## src/sv/tto_pkg.sv

```systemverilog
// ----------------------------------------------------------------------------
// tto_pkg: shared constants and width helpers
// Fixed port widths, pipeline depth and the width rules of the contact test.
// ----------------------------------------------------------------------------
`default_nettype none

package tto_pkg;

  localparam int COORD_WIDTH_DEF = 16;
  localparam int VERTEX_WIDTH    = 48;
  localparam int MARGIN_WIDTH    = 16;
  localparam int NUM_AXES        = 17;
  // Vertices other than the origin vertex (A0), which always projects to 0
  localparam int NUM_VERT        = 5;
  // Register stages from accepted transaction to result strobe
  localparam int LATENCY         = 10;

  // Relative vertex coordinate
  function automatic int vert_width(int cw);
    return cw + 1;
  endfunction

  // Edge vector component
  function automatic int edge_width(int cw);
    return cw + 2;
  endfunction

  // Face normal / edge-edge cross product component
  function automatic int norm_width(int cw);
    return 2 * edge_width(cw) + 1;
  endfunction

  // Common axis width (in-plane edge normals are the widest)
  function automatic int axis_width(int cw);
    return 3 * edge_width(cw) + 2;
  endfunction

  // Exact projection of a vertex onto an axis
  function automatic int proj_width(int cw);
    return axis_width(cw) + vert_width(cw) + 2;
  endfunction

endpackage

`default_nettype wire

```

## src/sv/tto_gap.sv

```systemverilog
// ----------------------------------------------------------------------------
// tto_gap: interval overlap check on one axis
// Min/max of both triangles' projections, then the gap against the margin.
// ----------------------------------------------------------------------------
`default_nettype none

module tto_gap #(
  parameter int COORD_WIDTH = tto_pkg::COORD_WIDTH_DEF
) (
  input  wire logic                                          clk,
  input  wire logic signed [tto_pkg::proj_width(COORD_WIDTH)-1:0]
                                                   proj [tto_pkg::NUM_VERT],
  input  wire logic [tto_pkg::MARGIN_WIDTH-1:0]              margin,
  output logic                                               touch
);

  localparam int PW = tto_pkg::proj_width(COORD_WIDTH);

  logic signed [PW-1:0] mn_a_next, mx_a_next, mn_b_next, mx_b_next;
  logic signed [PW-1:0] mn_a, mx_a, mn_b, mx_b;
  logic signed [PW:0]   gap_ab, gap_ba, lim;

  // triangle A: origin vertex projects to zero
  always_comb begin
    mn_a_next = '0;
    mx_a_next = '0;
    for (int i = 0; i < 2; i++) begin
      if (proj[i] < mn_a_next) mn_a_next = proj[i];
      if (proj[i] > mx_a_next) mx_a_next = proj[i];
    end
    mn_b_next = proj[2];
    mx_b_next = proj[2];
    for (int i = 3; i < 5; i++) begin
      if (proj[i] < mn_b_next) mn_b_next = proj[i];
      if (proj[i] > mx_b_next) mx_b_next = proj[i];
    end
  end

  always_ff @(posedge clk) begin
    mn_a <= mn_a_next;
    mx_a <= mx_a_next;
    mn_b <= mn_b_next;
    mx_b <= mx_b_next;
  end

  always_comb begin
    gap_ab = (PW+1)'(mn_a) - (PW+1)'(mx_b);
    gap_ba = (PW+1)'(mn_b) - (PW+1)'(mx_a);
    lim    = (PW+1)'($signed({1'b0, margin}));
  end

  always_ff @(posedge clk) begin
    touch <= !((gap_ab > lim) || (gap_ba > lim));
  end

endmodule

`default_nettype wire

```

## config.mk

```make
export PLATFORM = sky130hd
export DESIGN_NAME = tto_gap
export DESIGN_NICKNAME = d
export VERILOG_FILES = /design/src/sv/tto_pkg.sv /design/src/sv/tto_gap.sv
export SDC_FILE = /design/constraint.sdc
export NUM_CORES = 2
export LEC_CHECK = 0
export ABC_CLOCK_PERIOD_IN_PS = 8470
export BUFFER_PORTS_ARGS = -buffer_cell sky130_fd_sc_hd__buf_4
export CAP_MARGIN = 10
export CORE_MARGIN = 2
export CORE_UTILIZATION = 39
export CTS_BUF_LIST = sky130_fd_sc_hd__clkbuf_4
export CTS_CLUSTER_SIZE = 8
export DETAILED_ROUTE_END_ITERATION = 7
export GPL_TIMING_DRIVEN = 0
export SYNTH_ARGS = -nofsm -noshare
export SYNTH_HDL_FRONTEND = slang
export SYNTH_SLANG_ARGS = --single-unit
```

## constraint.sdc

```tcl
create_clock -name clk -period 8.47 [get_ports clk]
set_clock_uncertainty 0.05 [all_clocks]
set_input_delay 0.4235 -clock clk [delete_from_list [all_inputs] [get_ports clk]]
set_output_delay 0.4235 -clock clk [all_outputs]
set_load 0.05 [all_outputs]
```

==> results_dict.tcl <==
set metrics [dict create \
    setup_violations 0 \
    routabilityCongestion 1.01 \
    post-route-period-util 0.992 \
    yosys.cell_types.count 86 \
    synth_xor_area_frac 0.0252 \
    wirelength_mm 141 \
    cts_sinks 301 \
    rrSetupSlack_ns 1.74 \
    cp-start-kind "primary input" \
    min_to "mn_a[0]$_DFF_P_" \
    ff2ff_path_depth 21 \
    port_buffers 392 \
    die_area_um2 84400 \
    synth_area_leaders "ha_1 22%, dfxtp_1 19%, mux2i_1 12%, a21oi_1 5.8%, inv_1 5.2%" \
    setup.worst_path.end_class "register" \
    die_y_um 291 \
    final_common_cell "ha_1" \
    vias 34900 \
    yosysWarningCount 0 \
    drc_errors 0 \
    synth_top_family_by_area "adder cells" \
    grt_pass1_wl_mm 208 \
    worst_path_most_repeated_cell "a21o_1" \
    critPathMaxFanout 10 \
    cts_root_buf "clkbuf_4" \
    fmax_mhz 119 \
    antenna_found_initial 25 \
    reg2reg_from "mx_a[9]$_DFF_P_" \
    vias_per_cell 5.65 \
    cp.arrival_ns 9.04 \
    slew_violations 0 \
    status "finished clean" \
    synth_fa_ha_area_frac 0.218 \
    placed_area_um2 36300 \
    syn_avg_cell_area_um2 7.85 \
    async_flop_share 0 \
    synthCells 4079 \
    finalNetCount 5989 \
    tightest_slew_ns 1.22 \
    yosysTopAreaCellShare 0.217 \
    worstHoldPathCells 3 \
    wire_per_inst_um 22.8 \
    dpl.cell_count 5544 \
    synth-compound-area-share 0.210 \
    grt_usage 0.323 \
    hold_viol_final 0 \
    yosys.area_share.simple 0.166 \
    cp_slowest_cell "mux2i_1" \
    core_um2 81700 \
    hp-class "in -> reg" \
    clk-insertion-delay-late_ns 0.87 \
    cts_tree "built" \
    dominantRegCellSynth "dfxtp_1" \
    ys_seq_area_frac 0.188 \
    hold_start "proj[300]" \
    area_growth_pct 32.2 \
    critPathKind "in -> reg" \
    timing.rr.end "touch$_DFF_P_" \
    grt_max_degree 13 \
    finalPower_uw 10800 \
    rsz0062_at_grt "no" \
    fin_util 0.518 \
    first_pass_iters 6 \
    peakVddDrop_mv 0.103 \
    io_pins 393 \
    path_clk_slew_ns 0.08 \
    syn_nets 5028 \
    grt_pass1_vias 34200 \
    fp.dieW_um 291 \
    dp_hpwl_mm 116 \
    start_util 0.392 \
    yosys.area.top_type "ha_1" \
    period_needed_ns 8.40 \
    maxSlewHeadroom 0.184 \
    p_leak_uw 0.0211 \
    critical_path.max_stage_delay_ns 0.56 \
    synth_edf_count 0 \
    drv_cap 0 \
    stdcell_count 6188 \
    cts_buffers 81 \
    postCtsSetupRepairBufs 0 \
    ant_nets 0 \
    htreeDepth 3 \
    fin_area_um2 42300 \
    mappedNetlistArea_um2 32000 \
    synth-seq-cells 301 \
    num_rows 105 \
    grt_overflow 0 \
    drt-initial-drc-count 3020 \
    powerDensity_nw_per_um2 256 \
    synthMuxAreaShare 0.121 \
    cp.required_ns 9.10 \
    drive_above_1_share 0.118 \
    max-clock-path-buffers 3 \
    layout_common_cells "555 x ha_1, 483 x dlygate4sd3_1, 445 x inv_1, 392 x buf_4, 380 x mux2i_1" \
]
stage by stage:
stage	worst slack [ns]	hold WS, ns	setup TNS, ns
after floorplan	1.89	0.502	0
after global placement	-1.39	0.652	-129.66
after detailed placement	-1.49	0.665	-101.11
after CTS	0.00783	0.000141	0
after global routing	0.000793	0.0546	0
final	0.0673	0.0783	0
cell type report:
| class | instances | area (um2) |
|---|---|---|
| repair buffers | 878 | 7790 |
| diodes | 18 | 45.0 |
| clock buffers | 107 | 803 |
| clock inverters | 36 | 289 |
| multi-input cells | 3182 | 23700 |
| flip-flops and latches | 301 | 6030 |
| plain buffers | 151 | 639 |
| fillers | 7867 | 39400 |
| well taps | 1070 | 1340 |
| inverters | 445 | 1670 |
power breakdown:
part	total [uW]	internal, uW	switching, uW
logic	7300	2860	4430
registers	2090	1790	302
clock network	1430	748	680
total	10800	5410	5420
synthesized netlist by cell type, types with 31 or more instances:
cell / instances
o211ai_1: 31
nor4_1: 45
inv_1: 445
o21ai_0: 182
mux2i_1: 381
clkbuf_1: 102
nand2_1: 348
xor2_1: 39
xnor2_1: 53
dfxtp_1: 301
a21o_1: 177
ha_1: 555
nor2_1: 230
nand4_1: 167
a31oi_1: 32
nand2b_1: 45
nand3_1: 64
o21a_1: 46
nor3_1: 43
a21oi_1: 374
nor2b_1: 45
state kept, by name, summed over array words and instances (netlist names):
register / flops
mx_a: 75
mx_b: 75
mn_a: 75
mn_b: 75
touch: 1
routing by layer:
metal | up-vias | track usage | part of all wire
met4 | 2 | 0.175 | 0.058
met3 | 312 | 0.0522 | 0.080
met2 | 1564 | 0.492 | 0.42
li1 | 16800 | - | -
met5 | - | 0 | 0.000092
met1 | 16300 | 0.436 | 0.44
cell families after synthesis:
kind of cell | count (synthesis)
flops | 301
fa+ha+maj | 557
xor+xnor | 92
mux | 387
other cells | 1
buf+inv | 596
compound gates | 1057
simple gates | 1088
what timing repair did:
item,in CTS,in global routing
hold buffers,483,0
hold endpoints to repair,300,0
pin swaps,0,0
gates resized for setup,4,22
gates cloned,0,0
setup endpoints to repair,51,131
critical path, delay by kind of cell:
kind                       cells  cell delay (ns)
buffers and inverters          7             2.47
and+or+nand+nor                5             1.09
adders and majority gates      2             0.58
AOI/OAI and AO/OA             13             3.05
xor gates and xnor gates       2             0.50
muxes                          2             0.90
worst max-delay path by stage:
stage	startpoint	to	slack, ns
after global routing	proj[178]	mx_b[69]$_DFF_P_	0.0008
after global placement	proj[87]	mx_b[52]$_DFF_P_	-1.39
after floorplan	proj[151]	mx_b[24]$_DFF_P_	1.89
after detailed placement	proj[87]	mx_b[52]$_DFF_P_	-1.49
final	proj[201]	mx_b[55]$_DFF_P_	0.07
after CTS	proj[166]	mx_b[52]$_DFF_P_	0.008
Note: power is estimated with default switching activity, not from simulation.
